===== src/rtl/core/cdm_pkg.sv =====
// ----------------------------------------------------------------------------
// cdm_pkg: shared types and constants of the color distance mask unit
// Widths, register codes, falloff limits and the words that travel down the
// square root and divider cell chains.
// ----------------------------------------------------------------------------
package cdm_pkg;

  // Channel and register widths
  localparam int CH_W      = 16;
  localparam int FALLOFF_W = 15;
  localparam int ADDR_W    = 4;
  localparam int DATA_W    = 32;

  // Register codes, taken from paddr[3:2]
  typedef logic [1:0] reg_idx_t;
  localparam reg_idx_t REG_TARGET_RED   = 2'd0;
  localparam reg_idx_t REG_TARGET_GREEN = 2'd1;
  localparam reg_idx_t REG_TARGET_BLUE  = 2'd2;
  localparam reg_idx_t REG_FALLOFF      = 2'd3;

  // Reset values
  localparam logic [CH_W-1:0]      TARGET_RESET  = 16'd65535;
  localparam logic [FALLOFF_W-1:0] FALLOFF_RESET = 15'd2458;

  // Falloff limits, Q1.14 (0.001 .. 1.732)
  localparam logic [FALLOFF_W-1:0] FALLOFF_MIN = 15'd17;
  localparam logic [FALLOFF_W-1:0] FALLOFF_MAX = 15'd28377;

  // Divisor is 65535 * falloff
  localparam int DIVISOR_W = 31;
  localparam logic [DIVISOR_W-1:0] DIVISOR_MIN = 31'd1114095;
  localparam logic [DIVISOR_W-1:0] DIVISOR_MAX = 31'd1859686695;

  // Sum of squared differences and square root chain
  localparam int SQ_W      = 32;
  localparam int SUM_W     = 34;
  localparam int SQ_IN_W   = 50;
  localparam int SQ_ROOT_W = 25;
  localparam int SQ_REM_W  = 27;

  // Divider chain: 17 quotient bits, 32 bit partial remainder
  localparam int DIV_REM_W = 32;
  localparam int DIV_Q_W   = 17;

  // Smoothstep constants, Q16
  localparam logic [DIV_Q_W-1:0] ONE_Q16   = 17'd65536;
  localparam logic [17:0]        THREE_Q16 = 18'd196608;
  localparam int PROD_W = 51;
  localparam logic [PROD_W-1:0]  ROUND_HALF = 51'd2147483648;

  // Configuration as seen by the datapath
  typedef struct packed {
    logic [CH_W-1:0]      target_red;
    logic [CH_W-1:0]      target_green;
    logic [CH_W-1:0]      target_blue;
    logic [DIVISOR_W-1:0] divisor;
  } cfg_t;

  // Word handed from one square root cell to the next
  typedef struct packed {
    logic [SQ_IN_W-1:0]   x;
    logic [SQ_REM_W-1:0]  rem;
    logic [SQ_ROOT_W-1:0] root;
  } sqrt_word_t;

  // Word handed from one divider cell to the next
  typedef struct packed {
    logic                 sat;
    logic [DIV_REM_W-1:0] rem;
    logic [DIV_Q_W-1:0]   quo;
  } div_word_t;

endpackage


===== src/rtl/core/cdm_sqrt_cell.sv =====
// ----------------------------------------------------------------------------
// cdm_sqrt_cell: one digit of the integer square root
// Brings down two radicand bits, tries the next root bit, hands on the word.
// ----------------------------------------------------------------------------
module cdm_sqrt_cell (
  input  logic                clk,
  input  logic                rst,
  input  logic                advance,
  input  logic                valid_in,
  input  cdm_pkg::sqrt_word_t word_in,
  output logic                valid_out,
  output cdm_pkg::sqrt_word_t word_out
);

  logic [cdm_pkg::SQ_REM_W+1:0] acc;
  logic [cdm_pkg::SQ_REM_W+1:0] trial;
  logic [cdm_pkg::SQ_REM_W+1:0] diff;
  logic                         ge;
  cdm_pkg::sqrt_word_t          word_next;

  // Try root bit one
  always_comb begin
    acc   = {word_in.rem, word_in.x[cdm_pkg::SQ_IN_W-1 -: 2]};
    trial = {2'b00, word_in.root, 2'b01};
    ge    = acc >= trial;
    diff  = acc - trial;
    word_next.x    = {word_in.x[cdm_pkg::SQ_IN_W-3:0], 2'b00};
    word_next.rem  = ge ? diff[cdm_pkg::SQ_REM_W-1:0] : acc[cdm_pkg::SQ_REM_W-1:0];
    word_next.root = {word_in.root[cdm_pkg::SQ_ROOT_W-2:0], ge};
  end

  always_ff @(posedge clk) begin
    if (rst) begin
      valid_out <= 1'b0;
    end else if (advance) begin
      valid_out <= valid_in;
    end
  end

  always_ff @(posedge clk) begin
    if (advance) begin
      word_out <= word_next;
    end
  end

endmodule


===== config.mk =====
export PLATFORM = sky130hd
export DESIGN_NAME = cdm_sqrt_cell
export DESIGN_NICKNAME = d
export VERILOG_FILES = /design/src/rtl/core/cdm_pkg.sv /design/src/rtl/core/cdm_sqrt_cell.sv
export SDC_FILE = /design/constraint.sdc
export NUM_CORES = 1
export LEC_CHECK = 0
export ABC_CLOCK_PERIOD_IN_PS = 3800
export CORE_MARGIN = 8
export CORE_UTILIZATION = 45
export CTS_CLUSTER_DIAMETER = 80
export CTS_CLUSTER_SIZE = 12
export DETAILED_ROUTE_END_ITERATION = 8
export DONT_BUFFER_PORTS = 1
export PLACE_DENSITY = 0.66
export SYNTH_ARGS = -nofsm -noshare
export SYNTH_HDL_FRONTEND = slang
export SYNTH_SLANG_ARGS = --single-unit

===== constraint.sdc =====
create_clock -name clk -period 3.8 [get_ports clk]
set_clock_uncertainty 0.1 [all_clocks]
set_input_delay 0.38 -clock clk [delete_from_list [all_inputs] [get_ports clk]]
set_output_delay 0.38 -clock clk [all_outputs]
set_load 0.01 [all_outputs]

==> results.tsv <==
stage	metric	value	unit
run_status	status	completed	
critical_path	crit_start	word_in[0]	
route	drt_iter0_drc	209	
clock_tree	cts.repair.resized	0	
yosys	synth.most_common_cell	edfxtp_1	
power_and_ir_drop	seqPwrFrac	0.564	
global_route	grt_pass1_vias	3295	
power_and_ir_drop	power.density	433.0	mW/mm^2
critical_path	critPathKind	input pin to flop	
critical_path	r2r_start	valid_out	
timing	drv_slew	0	
clock_tree	clock-sinks	101	
finish	drive_above_1_share	0.1200	
yosys	synth_top_flop_cell	edfxtp_1	
clock_tree	cts_tree	yes	
route	routedWlPerCell	21.89	um
flow_run	cap_violations	0	
yosys	synth.largest_area_cell	edfxtp_1	
worst_hold_path	min_from	advance	
yosys	synthTopCellsByCount	edfxtp_1, inv_1, ha_1	
clock_tree	cts-root-buf	clkbuf_8	
timing	report.final.setup_viol	0	
route	vias_per_cell	5.380	
yosys	synth-seq-area-share	0.6034	
timing	fin_tns_setup	0	ns
finish	final_core_util	0.5606	
power_and_ir_drop	clock_power_share	0.273	
route	wl	12920	um
critical_path	endpoint_kind	flop	
critical_path	slowest_stage	o31ai_1	
route	ant_nets	0	
floorplanning	fp-row-count	38	
power_and_ir_drop	switching_share	0.2695	
floorplanning	io_pins	209	
critical_path	max_stage_delay	0.45	ns
critical_path	cp.arrival	3.16	ns
global_route	antenna_found_initial	0	
floorplanning	coreArea	0.01084	sq mm
power_and_ir_drop	p_leak	2.413	nW
power_and_ir_drop	ir_drop	0.2047	mV
clock_tree	clkLatencyLatePin	0.37	ns
clock_tree	cts_made_buffers	9	
critical_path	required	3.83	ns
floorplanning	start_util	0.4621	
yosys	ys_ff_latch	101	
floorplanning	die_w	121.5	um
yosys	yosys.area.top_type_share	0.5994	
floorplanning	dieArea	0.01476	sq mm
yosys	syn-cell-area	0.005010	sq mm
clock_tree	h-tree-depth	3	
critical_path	path_max_fanout	13	
global_route	grt.total_usage	0.1726	
route	num_vias	3174	
global_route	grt_remaining_overflow	0	
critical_path	critPathLaunchType	input pin	
floorplanning	die_h	121.5	um
critical_path	crit_chain	inv_1 > ha_1 > o21ai_0 > a22oi_1 > a21oi_2 > o31ai_1 > a41oi_2 > o221ai_2 > a2111o_1 > buf_4 > mux2_2	
timing	fmax	319.5	MHz
yosys	ys_warn_count	0	
clock_tree	clkTransAtPathRegs	0.10	ns
timing	hold_viol_final	0	
yosys	synth-edff-count	100	
timing	fin_crit	3.130	ns
timing	post-route-period-util	0.8237	
yosys	async_reset_ff_frac	0	
clock_tree	clk_path_buf_depth	2	
route	drc_errors	0	
global_route	grt_max_degree	98	
placement	place.gp.congestion	0.7902	
global_route	grt_pass1_wl	19380	um
finish	fillers	927	
timing	rsz0062_at_grt	false	
finish	nets	578	
power_and_ir_drop	power.switching	709.1	uW
finish	syn_to_final_growth	21.30	%
power_and_ir_drop	p_comb_frac	0.163	
placement	dp_hpwl	9734	um
yosys	syn_inst	368	
placement	port-buffer-count	0	
yosys	yosysUniqueCellTypes	55	
worst_hold_path	hp-class	input pin to flop	
power_and_ir_drop	p_int	1.922	mW
route	first_pass_iters	4	
yosys	syn_area_per_cell	13.61	sq um
finish	num_antenna_cells	0	
yosys	ys_top_cells_by_area	edfxtp_1, ha_1, mux2_4, inv_1, xnor2_1	
[through the flow]
step	cell area [sq um]	hold slack, ns	setup slack [ns]	total power [mW]	instances
2_1_floorplan	5014	0.3524	0.5773	1.790	369
5_1_grt	6077	0.009927	0.4524	2.758	590
6_report	6077	0.03381	0.6701	2.632	590
3_3_place_gp	5111	0.3547	0.3120	1.872	499
4_1_cts	6067	0.00004086	0.6735	2.669	589
3_5_place_dp	5111	0.3613	0.2658	1.877	499
[worst paths after layout]
kind	to	slack, ns	depth (start not counted)
setup reg to reg	valid_out	3.04	2
hold / removal	word_out[20]	0.03	0
hold reg to reg	valid_out	0.50	2
setup / recovery	word_out[51]	0.67	11
[cells in the final DEF (no fill, tap or decap), types with 9 or more instances in the layout]
cell type / n
nor2_1: 15
nand2_1: 14
ha_1: 27
mux2_4: 14
nand4_1: 9
inv_1: 42
edfxtp_1: 100
dlygate4sd3_1: 75
clkbuf_8: 9
xnor2_1: 18
o21ai_0: 9
a21oi_1: 23
[critical path, delay by kind of cell]
| family | cells | cell delay, ns |
|---|---|---|
| fa+ha+maj | 1 | 0.33 |
| compound gates | 7 | 1.80 |
| buf+inv | 2 | 0.28 |
| mux | 1 | 0.37 |
[final cells by class]
type | instances | area [sq um] | share of cell area
Timing Repair Buffer | 78 | 773.2 | 0.1272
Multi-Input combinational cell | 213 | 1733 | 0.2852
Clock inverter | 7 | 91.34 | 0.01503
Sequential cell | 101 | 3023 | 0.4974
Inverter | 42 | 157.7 | 0.02594
Clock buffer | 9 | 123.9 | 0.02038
Tap cell | 140 | 175.2 | 0.02882
[timing repair]
action | 4_1_cts | 5_1_grt
hold endpoints to repair | 78 | 1
hold buffers | 74 | 1
buffers inserted | 0 | 0
[sequential cells by signal, indices dropped and copies added, names as in the netlist]
name / cells
word_out: 100
valid_out: 1
[per-layer routing]
layer  global-route usage  vias to the layer above  share of wire
li1                     -                     1513              -
met1               0.1928                     1487           0.39
met2               0.2786                      158           0.47
met3              0.08469                       16           0.12
met4              0.06708                        0          0.016
met5                    0                        -              0
[power by group through the flow]
stage | Sequential (mW) | Combinational [mW] | Clock [mW]
finish | 1.48 | 0.428 | 0.719
global route | 1.50 | 0.473 | 0.788
CTS | 1.49 | 0.430 | 0.747
detailed placement | 1.52 | 0.361 | 0
global placement | 1.52 | 0.356 | 0
floorplan | 1.48 | 0.310 | 0
[cells by family after synthesis]
kind of cell,Yosys count,synth area share
XOR/XNOR,25,0.04371
AO/OA/AOI/OAI,76,0.1054
multiplexers,27,0.06993
buffers and inverters,55,0.05145
adder cells (fa/ha/maj),27,0.06743
other,1,0.0007485
flip-flops,101,0.6034
AND/OR/NAND/NOR,56,0.05794
Note: power is estimated with default switching activity, not from simulation.
