[src/rtl/core/cdm_pkg.sv]
// ----------------------------------------------------------------------------
// cdm_pkg: shared types and constants of the color distance mask unit
// Widths, register codes, falloff limits and the words that travel down the
// square root and divider cell chains.
// ----------------------------------------------------------------------------
package cdm_pkg;

  // Channel and register widths
  localparam int CH_W      = 16;
  localparam int FALLOFF_W = 15;
  localparam int ADDR_W    = 4;
  localparam int DATA_W    = 32;

  // Register codes, taken from paddr[3:2]
  typedef logic [1:0] reg_idx_t;
  localparam reg_idx_t REG_TARGET_RED   = 2'd0;
  localparam reg_idx_t REG_TARGET_GREEN = 2'd1;
  localparam reg_idx_t REG_TARGET_BLUE  = 2'd2;
  localparam reg_idx_t REG_FALLOFF      = 2'd3;

  // Reset values
  localparam logic [CH_W-1:0]      TARGET_RESET  = 16'd65535;
  localparam logic [FALLOFF_W-1:0] FALLOFF_RESET = 15'd2458;

  // Falloff limits, Q1.14 (0.001 .. 1.732)
  localparam logic [FALLOFF_W-1:0] FALLOFF_MIN = 15'd17;
  localparam logic [FALLOFF_W-1:0] FALLOFF_MAX = 15'd28377;

  // Divisor is 65535 * falloff
  localparam int DIVISOR_W = 31;
  localparam logic [DIVISOR_W-1:0] DIVISOR_MIN = 31'd1114095;
  localparam logic [DIVISOR_W-1:0] DIVISOR_MAX = 31'd1859686695;

  // Sum of squared differences and square root chain
  localparam int SQ_W      = 32;
  localparam int SUM_W     = 34;
  localparam int SQ_IN_W   = 50;
  localparam int SQ_ROOT_W = 25;
  localparam int SQ_REM_W  = 27;

  // Divider chain: 17 quotient bits, 32 bit partial remainder
  localparam int DIV_REM_W = 32;
  localparam int DIV_Q_W   = 17;

  // Smoothstep constants, Q16
  localparam logic [DIV_Q_W-1:0] ONE_Q16   = 17'd65536;
  localparam logic [17:0]        THREE_Q16 = 18'd196608;
  localparam int PROD_W = 51;
  localparam logic [PROD_W-1:0]  ROUND_HALF = 51'd2147483648;

  // Configuration as seen by the datapath
  typedef struct packed {
    logic [CH_W-1:0]      target_red;
    logic [CH_W-1:0]      target_green;
    logic [CH_W-1:0]      target_blue;
    logic [DIVISOR_W-1:0] divisor;
  } cfg_t;

  // Word handed from one square root cell to the next
  typedef struct packed {
    logic [SQ_IN_W-1:0]   x;
    logic [SQ_REM_W-1:0]  rem;
    logic [SQ_ROOT_W-1:0] root;
  } sqrt_word_t;

  // Word handed from one divider cell to the next
  typedef struct packed {
    logic                 sat;
    logic [DIV_REM_W-1:0] rem;
    logic [DIV_Q_W-1:0]   quo;
  } div_word_t;

endpackage

[src/rtl/core/cdm_apb_regs.sv]
// ----------------------------------------------------------------------------
// cdm_apb_regs: configuration registers
// Target color and falloff radius, APB write and read, clamped divisor.
// ----------------------------------------------------------------------------
module cdm_apb_regs (
  input  logic                         clk,
  input  logic                         rst,
  input  logic                         psel,
  input  logic                         penable,
  input  logic                         pwrite,
  input  logic [cdm_pkg::ADDR_W-1:0]   paddr,
  input  logic [cdm_pkg::DATA_W-1:0]   pwdata,
  output logic [cdm_pkg::DATA_W-1:0]   prdata,
  output logic                         pready,
  output cdm_pkg::cfg_t                cfg
);

  logic [cdm_pkg::CH_W-1:0]      target_red;
  logic [cdm_pkg::CH_W-1:0]      target_green;
  logic [cdm_pkg::CH_W-1:0]      target_blue;
  logic [cdm_pkg::FALLOFF_W-1:0] falloff;
  logic [cdm_pkg::FALLOFF_W-1:0] falloff_clamped;
  logic [cdm_pkg::DIVISOR_W-1:0] divisor;
  logic [cdm_pkg::DIVISOR_W-1:0] divisor_next;
  logic                          wr_en;
  cdm_pkg::reg_idx_t             idx;

  assign pready = 1'b1;
  assign wr_en  = psel & penable & pwrite;
  assign idx    = paddr[3:2];

  // Write registers
  always_ff @(posedge clk) begin
    if (rst) begin
      target_red   <= cdm_pkg::TARGET_RESET;
      target_green <= cdm_pkg::TARGET_RESET;
      target_blue  <= cdm_pkg::TARGET_RESET;
      falloff      <= cdm_pkg::FALLOFF_RESET;
    end else if (wr_en) begin
      unique case (idx)
        cdm_pkg::REG_TARGET_RED:   target_red   <= pwdata[cdm_pkg::CH_W-1:0];
        cdm_pkg::REG_TARGET_GREEN: target_green <= pwdata[cdm_pkg::CH_W-1:0];
        cdm_pkg::REG_TARGET_BLUE:  target_blue  <= pwdata[cdm_pkg::CH_W-1:0];
        cdm_pkg::REG_FALLOFF:      falloff      <= pwdata[cdm_pkg::FALLOFF_W-1:0];
        default: ;
      endcase
    end
  end

  // Read back raw values
  always_comb begin
    unique case (idx)
      cdm_pkg::REG_TARGET_RED:   prdata = {16'd0, target_red};
      cdm_pkg::REG_TARGET_GREEN: prdata = {16'd0, target_green};
      cdm_pkg::REG_TARGET_BLUE:  prdata = {16'd0, target_blue};
      cdm_pkg::REG_FALLOFF:      prdata = {17'd0, falloff};
      default:                   prdata = '0;
    endcase
  end

  // Clamp falloff and scale by 65535
  always_comb begin
    if (falloff < cdm_pkg::FALLOFF_MIN) begin
      falloff_clamped = cdm_pkg::FALLOFF_MIN;
    end else if (falloff > cdm_pkg::FALLOFF_MAX) begin
      falloff_clamped = cdm_pkg::FALLOFF_MAX;
    end else begin
      falloff_clamped = falloff;
    end
    divisor_next = {falloff_clamped, 16'd0} - {16'd0, falloff_clamped};
  end

  always_ff @(posedge clk) begin
    divisor <= divisor_next;
  end

  assign cfg.divisor      = divisor;
  assign cfg.target_red   = target_red;
  assign cfg.target_green = target_green;
  assign cfg.target_blue  = target_blue;

endmodule

[config.mk]
export PLATFORM = sky130hd
export DESIGN_NAME = cdm_apb_regs
export DESIGN_NICKNAME = d
export VERILOG_FILES = /design/src/rtl/core/cdm_pkg.sv /design/src/rtl/core/cdm_apb_regs.sv
export SDC_FILE = /design/constraint.sdc
export NUM_CORES = 1
export LEC_CHECK = 0
export ABC_AREA = 0
export BUFFER_PORTS_ARGS = -buffer_cell sky130_fd_sc_hd__buf_2
export CORE_ASPECT_RATIO = 0.75
export CORE_MARGIN = 8
export CORE_UTILIZATION = 29
export DETAILED_ROUTE_END_ITERATION = 10
export PLACE_DENSITY = 0.54
export SETUP_SLACK_MARGIN = 0.2
export SYNTH_ARGS = -nofsm -noshare
export SYNTH_HDL_FRONTEND = slang
export SYNTH_SLANG_ARGS = --single-unit
[constraint.sdc]
create_clock -name clk -period 2.7 [get_ports clk]
set_input_delay 0.405 -clock clk [delete_from_list [all_inputs] [get_ports clk]]
set_output_delay 0.405 -clock clk [all_outputs]
set_load 0.05 [all_outputs]
==> metrics.txt <==
Clock Tree Root clkbuf_16; Reg2Reg Launch Point falloff[0]$_SDFFE_PP0P_; CP Capture Type flip-flop; DP Worst Slack 0.0819 ns; Antenna Cells 0; VDD IR max 0.288 mV; final hold violation count 0; hold buffer count at CTS 0; GRT Total Usage 0.136; Hold Path Sink target_blue[15]$_SDFFE_PP1P_; HP Class in -> reg; routed wire length 13000 um; status finished, final reports clean; Worst Min Path Start pwdata[15]; max cap viols 0; most common cell in the netlist dfxtp_1; Iter 0 DRT Violations 216; Setup Skew 0.00821 ns; Register-to-Register Path Depth 8; synthesis-stage register bit count 94; first-pass GRT wire length 20300 um; Worst EP arrival 2.83 ns; DR vias 3681; TritonCTS Buffers 9; flop2flop setup slack 0.10 ns; Leak 2.26 nW; setup ws final 0.101 ns; CTS tree yes; # rows 38; Top Layer Used met4; hold depth 2; Mapped Cells 436; routed len/inst 16.9 um; Sinks on Clock Net 94; Yosys warnings 0; die height 121 um; routed length on met2 5670 um; first drt pass iteration count 5; DRT antenna net count 0; clk_lat worst skew 0.35 ns; io pins 153; Total Power 3.13 mW; Synth area leaders dfxtp_1 44%, mux4_2 7.3%, a211o_1 7.1%, nand2_1 5.4%, nor2b_1 4.7%; GR Overflow Total 0; Top FF cell, synth dfxtp_1; die area 19000 um2; Slew headroom 0.526; nets 608; final non-filler cell total 770; placed inst area 5100 um2; Layout area overhead 29.9%; WL met1 6160 um; Placeable Area 14500 um2; Crit Path Max Fanout 6; vias in the first global route 3688; average size of a mapped cell 9.85 um2; endpoints failing setup 0; layout cells sized above 1 0.386; Max clock buf depth 2; worst setup path category reg -> reg; Max Fclk 0.385 GHz; Req. time, crit path 2.93 ns; drt drc 0; post-synth top area share 0.438; Die Width 157 um; dpl hpwl 9510 um; area leader, netlist dfxtp_1; cell area after layout 5580 um2; Placer Congestion 0.816; number of synthesized flops with an enable pin 0; Cell Pwr Density 560 nW/um2; final worst-path cycle share 0.963; Slew Limit Fails 0; H-tree levels 3; # fillers 1485; initial antenna violation count 0; Commonest cells post-synth 94 x dfxtp_1, 62 x nand2_1, 35 x a211o_1, 32 x nor2b_1, 23 x clkbuf_1; unrepaired setup endpoints after global routing true; Placed Cells 742; Post-Route Setup TNS 0 ns; met3 WL post-DR 1090 um; Clock Pin Slew Worst Setup and Hold Paths 0.07 ns; worst slew pin tran 0.694 ns; asr flop ratio synth 0; Initial Util 0.297; minimum clock period 2.60 ns; Synth cell types 61; DR vias/cell 4.78; PortBufs 117; critical path startpoint category flip-flop; Worst R2R End divisor[4]$_DFF_P_; sequential cell area fraction in the yosys report 0.438; Post-Syn Area 4300 um2; pin count of the biggest net entering global routing 47
cells by family after synthesis:
family                     Yosys count  synth area share
AOI/OAI and AO/OA                   74             0.145
xor gates and xnor gates            11            0.0224
adders and majority gates            2           0.00582
buffers and inverters               61            0.0810
DFF                                 94             0.438
muxes                               20            0.0926
other                                2           0.00175
and+or+nand+nor                    172             0.214
placed cells by master, fill, tap and decap left out, types with 5 or more instances in the layout:
master	instances
buf_4	37
conb_1	18
nand4_1	6
a21oi_1	10
clkbuf_16	9
nand3b_1	21
dfxtp_1	92
inv_1	7
nor2b_1	32
nand3_1	6
nor4_1	5
xor2_1	5
nand2_1	62
nor2_1	15
buf_2	117
xnor2_1	6
mux4_2	14
a211o_1	35
through the flow:
step | utilization | hold slack, ns
after global placement | 0.353 | 0.476
after CTS | 0.376 | 0.280
after detailed placement | 0.353 | 0.482
final | 0.386 | 0.296
after floorplan | - | 0.411
after global routing | 0.386 | 0.294
report_power, final:
group          leakage (nW)  internal (mW)  switching (mW)
logic                  1.35          0.108           0.303
registers             0.764           1.41          0.0185
clock network         0.144          0.726           0.558
total                  2.26           2.25           0.879
flip-flops by register name (all words and copies together) (netlist names):
register      flops
target_blue      16
falloff          15
target_green     16
target_red       16
divisor          31
metal layers:
| metal | vias to the layer above | GRT usage |
|---|---|---|
| li1 | 1769 | - |
| met1 | 1782 | 0.179 |
| met2 | 120 | 0.203 |
| met3 | 10 | 0.0534 |
| met4 | 0 | 0.0341 |
| met5 | - | 0 |
critical path, stage by stage, from the launching register on:
cell,delay [ns]
dfxtp_4,0.35
or3_4,0.38
a311o_2,0.42
a31o_4,0.27
a211oi_4,0.28
inv_2,0.10
ha_4,0.20
buf_6,0.13
a221o_1,0.35
cell type report:
class / instances / area [um2] / area share
multi-input combinational: 297 / 2240 / 0.402
sequential: 94 / 1890 / 0.338
timing repair buffer: 155 / 875 / 0.157
tap: 200 / 250 / 0.0448
clock buffer: 10 / 229 / 0.0410
clock inverter: 6 / 68.8 / 0.0123
inverter: 8 / 30.0 / 0.00538
how the worst max path moves through the flow:
stage,start,endpoint,depth (start not counted)
after floorplan,falloff[1]$_SDFFE_PP1P_,divisor[4]$_DFF_P_,10
final,falloff[0]$_SDFFE_PP0P_,divisor[4]$_DFF_P_,8
after global routing,falloff[0]$_SDFFE_PP0P_,divisor[4]$_DFF_P_,8
after global placement,falloff[2]$_SDFFE_PP0P_,divisor[14]$_DFF_P_,8
after CTS,falloff[0]$_SDFFE_PP0P_,divisor[4]$_DFF_P_,8
after detailed placement,falloff[0]$_SDFFE_PP0P_,divisor[20]$_DFF_P_,8
what timing repair did:
item | CTS | global route
setup buffers | 0 | 12
endpoints found under the setup margin | 10 | 11
pin swaps | 1 | 10
resized for setup | 6 | 13
No activity file was read; power rests on OpenSTA's default activity.
