<file path="src/rtl/core/cdm_pkg.sv">
// ----------------------------------------------------------------------------
// cdm_pkg: shared types and constants of the color distance mask unit
// Widths, register codes, falloff limits and the words that travel down the
// square root and divider cell chains.
// ----------------------------------------------------------------------------
package cdm_pkg;

  // Channel and register widths
  localparam int CH_W      = 16;
  localparam int FALLOFF_W = 15;
  localparam int ADDR_W    = 4;
  localparam int DATA_W    = 32;

  // Register codes, taken from paddr[3:2]
  typedef logic [1:0] reg_idx_t;
  localparam reg_idx_t REG_TARGET_RED   = 2'd0;
  localparam reg_idx_t REG_TARGET_GREEN = 2'd1;
  localparam reg_idx_t REG_TARGET_BLUE  = 2'd2;
  localparam reg_idx_t REG_FALLOFF      = 2'd3;

  // Reset values
  localparam logic [CH_W-1:0]      TARGET_RESET  = 16'd65535;
  localparam logic [FALLOFF_W-1:0] FALLOFF_RESET = 15'd2458;

  // Falloff limits, Q1.14 (0.001 .. 1.732)
  localparam logic [FALLOFF_W-1:0] FALLOFF_MIN = 15'd17;
  localparam logic [FALLOFF_W-1:0] FALLOFF_MAX = 15'd28377;

  // Divisor is 65535 * falloff
  localparam int DIVISOR_W = 31;
  localparam logic [DIVISOR_W-1:0] DIVISOR_MIN = 31'd1114095;
  localparam logic [DIVISOR_W-1:0] DIVISOR_MAX = 31'd1859686695;

  // Sum of squared differences and square root chain
  localparam int SQ_W      = 32;
  localparam int SUM_W     = 34;
  localparam int SQ_IN_W   = 50;
  localparam int SQ_ROOT_W = 25;
  localparam int SQ_REM_W  = 27;

  // Divider chain: 17 quotient bits, 32 bit partial remainder
  localparam int DIV_REM_W = 32;
  localparam int DIV_Q_W   = 17;

  // Smoothstep constants, Q16
  localparam logic [DIV_Q_W-1:0] ONE_Q16   = 17'd65536;
  localparam logic [17:0]        THREE_Q16 = 18'd196608;
  localparam int PROD_W = 51;
  localparam logic [PROD_W-1:0]  ROUND_HALF = 51'd2147483648;

  // Configuration as seen by the datapath
  typedef struct packed {
    logic [CH_W-1:0]      target_red;
    logic [CH_W-1:0]      target_green;
    logic [CH_W-1:0]      target_blue;
    logic [DIVISOR_W-1:0] divisor;
  } cfg_t;

  // Word handed from one square root cell to the next
  typedef struct packed {
    logic [SQ_IN_W-1:0]   x;
    logic [SQ_REM_W-1:0]  rem;
    logic [SQ_ROOT_W-1:0] root;
  } sqrt_word_t;

  // Word handed from one divider cell to the next
  typedef struct packed {
    logic                 sat;
    logic [DIV_REM_W-1:0] rem;
    logic [DIV_Q_W-1:0]   quo;
  } div_word_t;

endpackage

</file>
<file path="src/rtl/core/cdm_div_cell.sv">
// ----------------------------------------------------------------------------
// cdm_div_cell: one quotient bit of the restoring divider
// Doubles the partial remainder, subtracts the divisor when it fits.
// ----------------------------------------------------------------------------
module cdm_div_cell (
  input  logic                           clk,
  input  logic                           rst,
  input  logic                           advance,
  input  logic [cdm_pkg::DIVISOR_W-1:0]  divisor,
  input  logic                           valid_in,
  input  cdm_pkg::div_word_t             word_in,
  output logic                           valid_out,
  output cdm_pkg::div_word_t             word_out
);

  logic [cdm_pkg::DIV_REM_W-1:0] shifted;
  logic [cdm_pkg::DIV_REM_W-1:0] dz;
  logic                          ge;
  cdm_pkg::div_word_t            word_next;

  // Subtract when the divisor fits
  always_comb begin
    shifted = {word_in.rem[cdm_pkg::DIV_REM_W-2:0], 1'b0};
    dz      = {1'b0, divisor};
    ge      = shifted >= dz;
    word_next.sat = word_in.sat;
    word_next.rem = ge ? (shifted - dz) : shifted;
    word_next.quo = {word_in.quo[cdm_pkg::DIV_Q_W-2:0], ge};
  end

  always_ff @(posedge clk) begin
    if (rst) begin
      valid_out <= 1'b0;
    end else if (advance) begin
      valid_out <= valid_in;
    end
  end

  always_ff @(posedge clk) begin
    if (advance) begin
      word_out <= word_next;
    end
  end

endmodule

</file>
<file path="config.mk">
export PLATFORM = sky130hd
export DESIGN_NAME = cdm_div_cell
export DESIGN_NICKNAME = d
export VERILOG_FILES = /design/src/rtl/core/cdm_pkg.sv /design/src/rtl/core/cdm_div_cell.sv
export SDC_FILE = /design/constraint.sdc
export NUM_CORES = 1
export LEC_CHECK = 0
export ABC_AREA = 1
export BUFFER_PORTS_ARGS = -buffer_cell sky130_fd_sc_hd__clkbuf_2
export CORE_MARGIN = 2
export CORE_UTILIZATION = 53
export CTS_CLUSTER_SIZE = 20
export DETAILED_ROUTE_END_ITERATION = 7
export PLACE_DENSITY_LB_ADDON = 0.1
export SYNTH_ARGS = -nofsm -noshare
export SYNTH_HDL_FRONTEND = slang
export SYNTH_SLANG_ARGS = --single-unit
</file>
<file path="constraint.sdc">
create_clock -name clk -period 2.7 [get_ports clk]
set_clock_uncertainty 0.2 [all_clocks]
set_input_delay 0 -clock clk [delete_from_list [all_inputs] [get_ports clk]]
set_output_delay 0 -clock clk [all_outputs]
set_load 0.005 [all_outputs]
</file>
==> impl_metrics.csv <==
group,metric,value,unit
status,status,"complete, no violations",
worst_setup_path,endpoint_kind,"register",
power,power_density,421,nW/um^2
power,combPwrFrac,36.8,%
detailed_routing,drt_first_pass_iters,5,
synthesis,ys_seq_area_share,33.3,%
place,port_buffers,133,
worst_setup_path,r2r_start,"valid_out",
timing,period_needed,2.56,ns
die,core_area,8300,sq um
power,p_clk_share,22.6,%
synthesis,synthAdderAreaFrac,8.93,%
detailed_routing,finalWirelength,13100,um
worst_setup_path,cpMostUsedCell,"nand3_1",
die,fp-row-count,33,
power,ir_worst_vdd,0.248,mV
worst_hold_path,hold_class,"primary input to register",
final_layout,final_cells,1001,
place,place_congestion,0.898,
power,switchingPower,865,uW
detailed_routing,antenna_left,0,
timing,worst_slew_pin_slew,0.688,ns
worst_setup_path,rr_worst_depth,3,
synthesis,syn_area,4570,sq um
synthesis,yosysTopAreaCellShare,32.9,%
timing,slew_headroom,54.2,%
synthesis,synth_warnings,0,
worst_setup_path,cp.required,2.56,ns
worst_setup_path,path_class,"primary input to register",
power,p_sw_share,34.4,%
die,ios,136,
detailed_routing,wire_per_inst,13.1,um
synthesis,synthMuxAreaShare,0.219,%
timing,finalSetupTns,0,ns
power,p_seq_share,40.6,%
global_route,grt_max_degree,52,
synthesis,synth_common_cells,"309 x nand2_1, 156 x inv_1, 50 x edfxtp_1, 41 x nand3_1, 40 x nor2_1",
synthesis,synth_top_family_by_area,"simple AND/OR/NAND/NOR gates",
synthesis,synth_edf_count,50,
worst_setup_path,slowest_delay,0.53,ns
worst_hold_path,min_from,"divisor[1]",
clock_network,cts.sinks,51,
worst_hold_path,hold-path-endpoint,"word_out[18]",
clock_network,clock_latency,0.30,ns
worst_setup_path,crit_path_cell_trace,"dlygate4sd3_1, clkbuf_2, inv_1, fa_2, nand3_1, nand3_1, nand2_1, nand2_2, nand2_2, nand3_1, nand2_1, nand2_4, buf_4, nand3_1, nand2_1",
place,dp_hpwl,9940,um
clock_network,cts_tree,"built",
worst_setup_path,critPathLaunchType,"primary input",
power,power_leakage,0.00352,uW
die,chipWidth,96.9,um
final_layout,diodes,0,
clock_network,cts-root-buf,"clkbuf_8",
power,p_int,1650,uW
timing,rsz0062_at_grt,"no",
detailed_routing,drc,0,
clock_network,cts_made_buffers,5,
synthesis,synth_compound_area_share,2.57,%
timing,final_max_slew_viol_count,0,
global_route,grt_usage,27.5,%
global_route,grt_first_pass_wirelength,21100,um
detailed_routing,drt-vias-per-instance,4.81,
global_route,overflow,0,
synthesis,syn_avg_cell_area,6.46,sq um
worst_setup_path,arrival,2.42,ns
worst_setup_path,r2r_end,"valid_out",
place,dp_cells,942,
synthesis,synth_xor_area_share,2.88,%
global_route,grt_pass1_vias,4564,
final_layout,drive_gt1_share,18.0,%
synthesis,synthSimpleGateAreaFrac,37.6,%
synthesis,synth.largest_area_cell,"edfxtp_1",
die,die_area,9380,sq um
final_layout,nNetsFinal,1012,
clock_network,cts_buffer_depth,2,
worst_setup_path,worstPathMaxFanout,14,
timing,max_clock_freq,0.391,GHz
detailed_routing,vias,4813,
synthesis,synthArstFlopShare,0,%
timing,period_share,94.7,%
timing,finalHoldViolCount,0,
synthesis,syn-num-nets,824,
detailed_routing,initialDrtViolationCount,262,
synthesis,synth-seq-cells,51,
synthesis,synth_ff_type,"edfxtp_1",
worst_hold_path,holdPathStages,5,
die,die_h,96.9,um
worst_setup_path,slowest_stage,"dlygate4sd3_1",
synthesis,ys_types,30,
timing,setup_violations,0,
die,initial_utilization,55.1,%
worst_setup_path,r2r_slack,1.34,ns
global_route,antenna_found_initial,0,
synthesis,syn_inst,707,
synthesis,yosys-top-cells-area,"edfxtp_1 33%, nand2_1 25%, inv_1 13%, ha_1 8.5%, nand3_1 4.5%",
final_layout,syn_to_final_growth,30.4,%
synthesis,synth_most_common_cell,"nand2_1",
job,cap_viol_max_count,0,
clock_network,htreeDepth,2,
clock_network,clk_pin_slew,0.11,ns
==> timing repair <==
item                                   in CTS  in global routing
hold buffers                               51                  0
setup buffers                               0                  0
setup endpoints to repair                   0                 32
endpoints found under the hold margin      50                  0
resized for setup                           0                  3
==> how the worst max path moves through the flow <==
| stage | start | to | slack (ns) | depth (start not counted) |
|---|---|---|---|---|
| global placement | divisor[0] | word_out[17] | 0.32 | 13 |
| CTS | divisor[0] | word_out[34] | 0.05 | 15 |
| finish | divisor[0] | word_out[34] | 0.14 | 15 |
| detailed placement | divisor[0] | word_out[34] | 0.28 | 14 |
| global route | divisor[0] | word_out[33] | 0.01 | 15 |
| floorplan | divisor[0] | word_out[42] | 0.77 | 13 |
==> layout make-up <==
| cell class | instances | area (sq um) |
|---|---|---|
| tap | 105 | 131 |
| clock inverter | 3 | 43.8 |
| inverter | 160 | 608 |
| timing repair buffer | 187 | 1200 |
| multi-input combinational | 490 | 2390 |
| clock buffer | 5 | 68.8 |
| sequential | 51 | 1520 |
| fill | 718 | 2340 |
==> metal layers <==
metal | wire length [um] | vias to the layer above | GRT usage [%]
met3 | 779 | 14 | 3.61
met4 | 179 | 0 | 6.18
met2 | 6240 | 180 | 46.6
met1 | 5890 | 2105 | 37.7
li1 | - | 2514 | -
met5 | 0 | - | 0
==> cell families (layout without fill, tap and decap cells) <==
group | Yosys count | count (layout)
multiplexers | 1 | 1
adder cells (fa/ha/maj) | 32 | 32
AO/OA/AOI/OAI | 21 | 21
buffers and inverters | 166 | 355
AND/OR/NAND/NOR | 421 | 421
XOR/XNOR | 15 | 15
flip-flops | 51 | 51
==> worst max-delay path, delay by kind of cell <==
kind,cells,cell delay (ns)
fa+ha+maj,1,0.45
buf+inv,4,0.97
simple gates,10,0.99
==> sequential cells by signal (all words and copies together), names as in the netlist <==
register,flops
word_out,50
valid_out,1
==> cell usage in the layout (no fill, tap or decap) <==
cell type / count
fa_2: 1
nor3_1: 5
nor4_1: 1
nand3b_1: 4
buf_4: 3
or2_2: 1
xor2_1: 15
nor2_1: 40
nand4_1: 6
o21bai_1: 2
a21oi_1: 14
nand2_1: 309
clkinv_1: 1
o21ai_0: 2
mux2i_1: 1
clkinv_4: 1
ha_1: 31
clkbuf_8: 5
and2_1: 4
edfxtp_1: 50
nor2_4: 1
dfxtp_1: 1
inv_1: 156
nand2_4: 1
clkbuf_2: 133
nand2_2: 4
inv_8: 1
a21oi_2: 2
o21ai_1: 1
clkinv_2: 1
dlygate4sd3_1: 51
nor2_2: 4
nand3_1: 41
bufinv_16: 1
inv_2: 2
==> metrics by stage <==
stage / power [uW] / hold WS [ns] / setup WS [ns] / instance area [sq um] / util, %
3_5_place_dp: 1890 / -0.0332 / 0.275 / 5330 / 64.2
2_1_floorplan: 1580 / -0.128 / 0.772 / 4570 / -
6_report: 2510 / 0.0712 / 0.144 / 5960 / 71.8
5_1_grt: 2680 / 0.105 / 0.0129 / 5960 / 71.8
3_3_place_gp: 1860 / -0.0428 / 0.323 / 5330 / 64.2
4_1_cts: 2510 / 0.0283 / 0.0533 / 5950 / 71.7
==> power by group through the flow <==
stage          clock network, uW  logic, uW  registers [uW]
2_1_floorplan                  0        525            1050
3_3_place_gp                   0        825            1030
3_5_place_dp                   0        848            1040
4_1_cts                      581        911            1020
5_1_grt                      613       1040            1030
6_report                     567        924            1020
(Power assumes the default switching activity.)
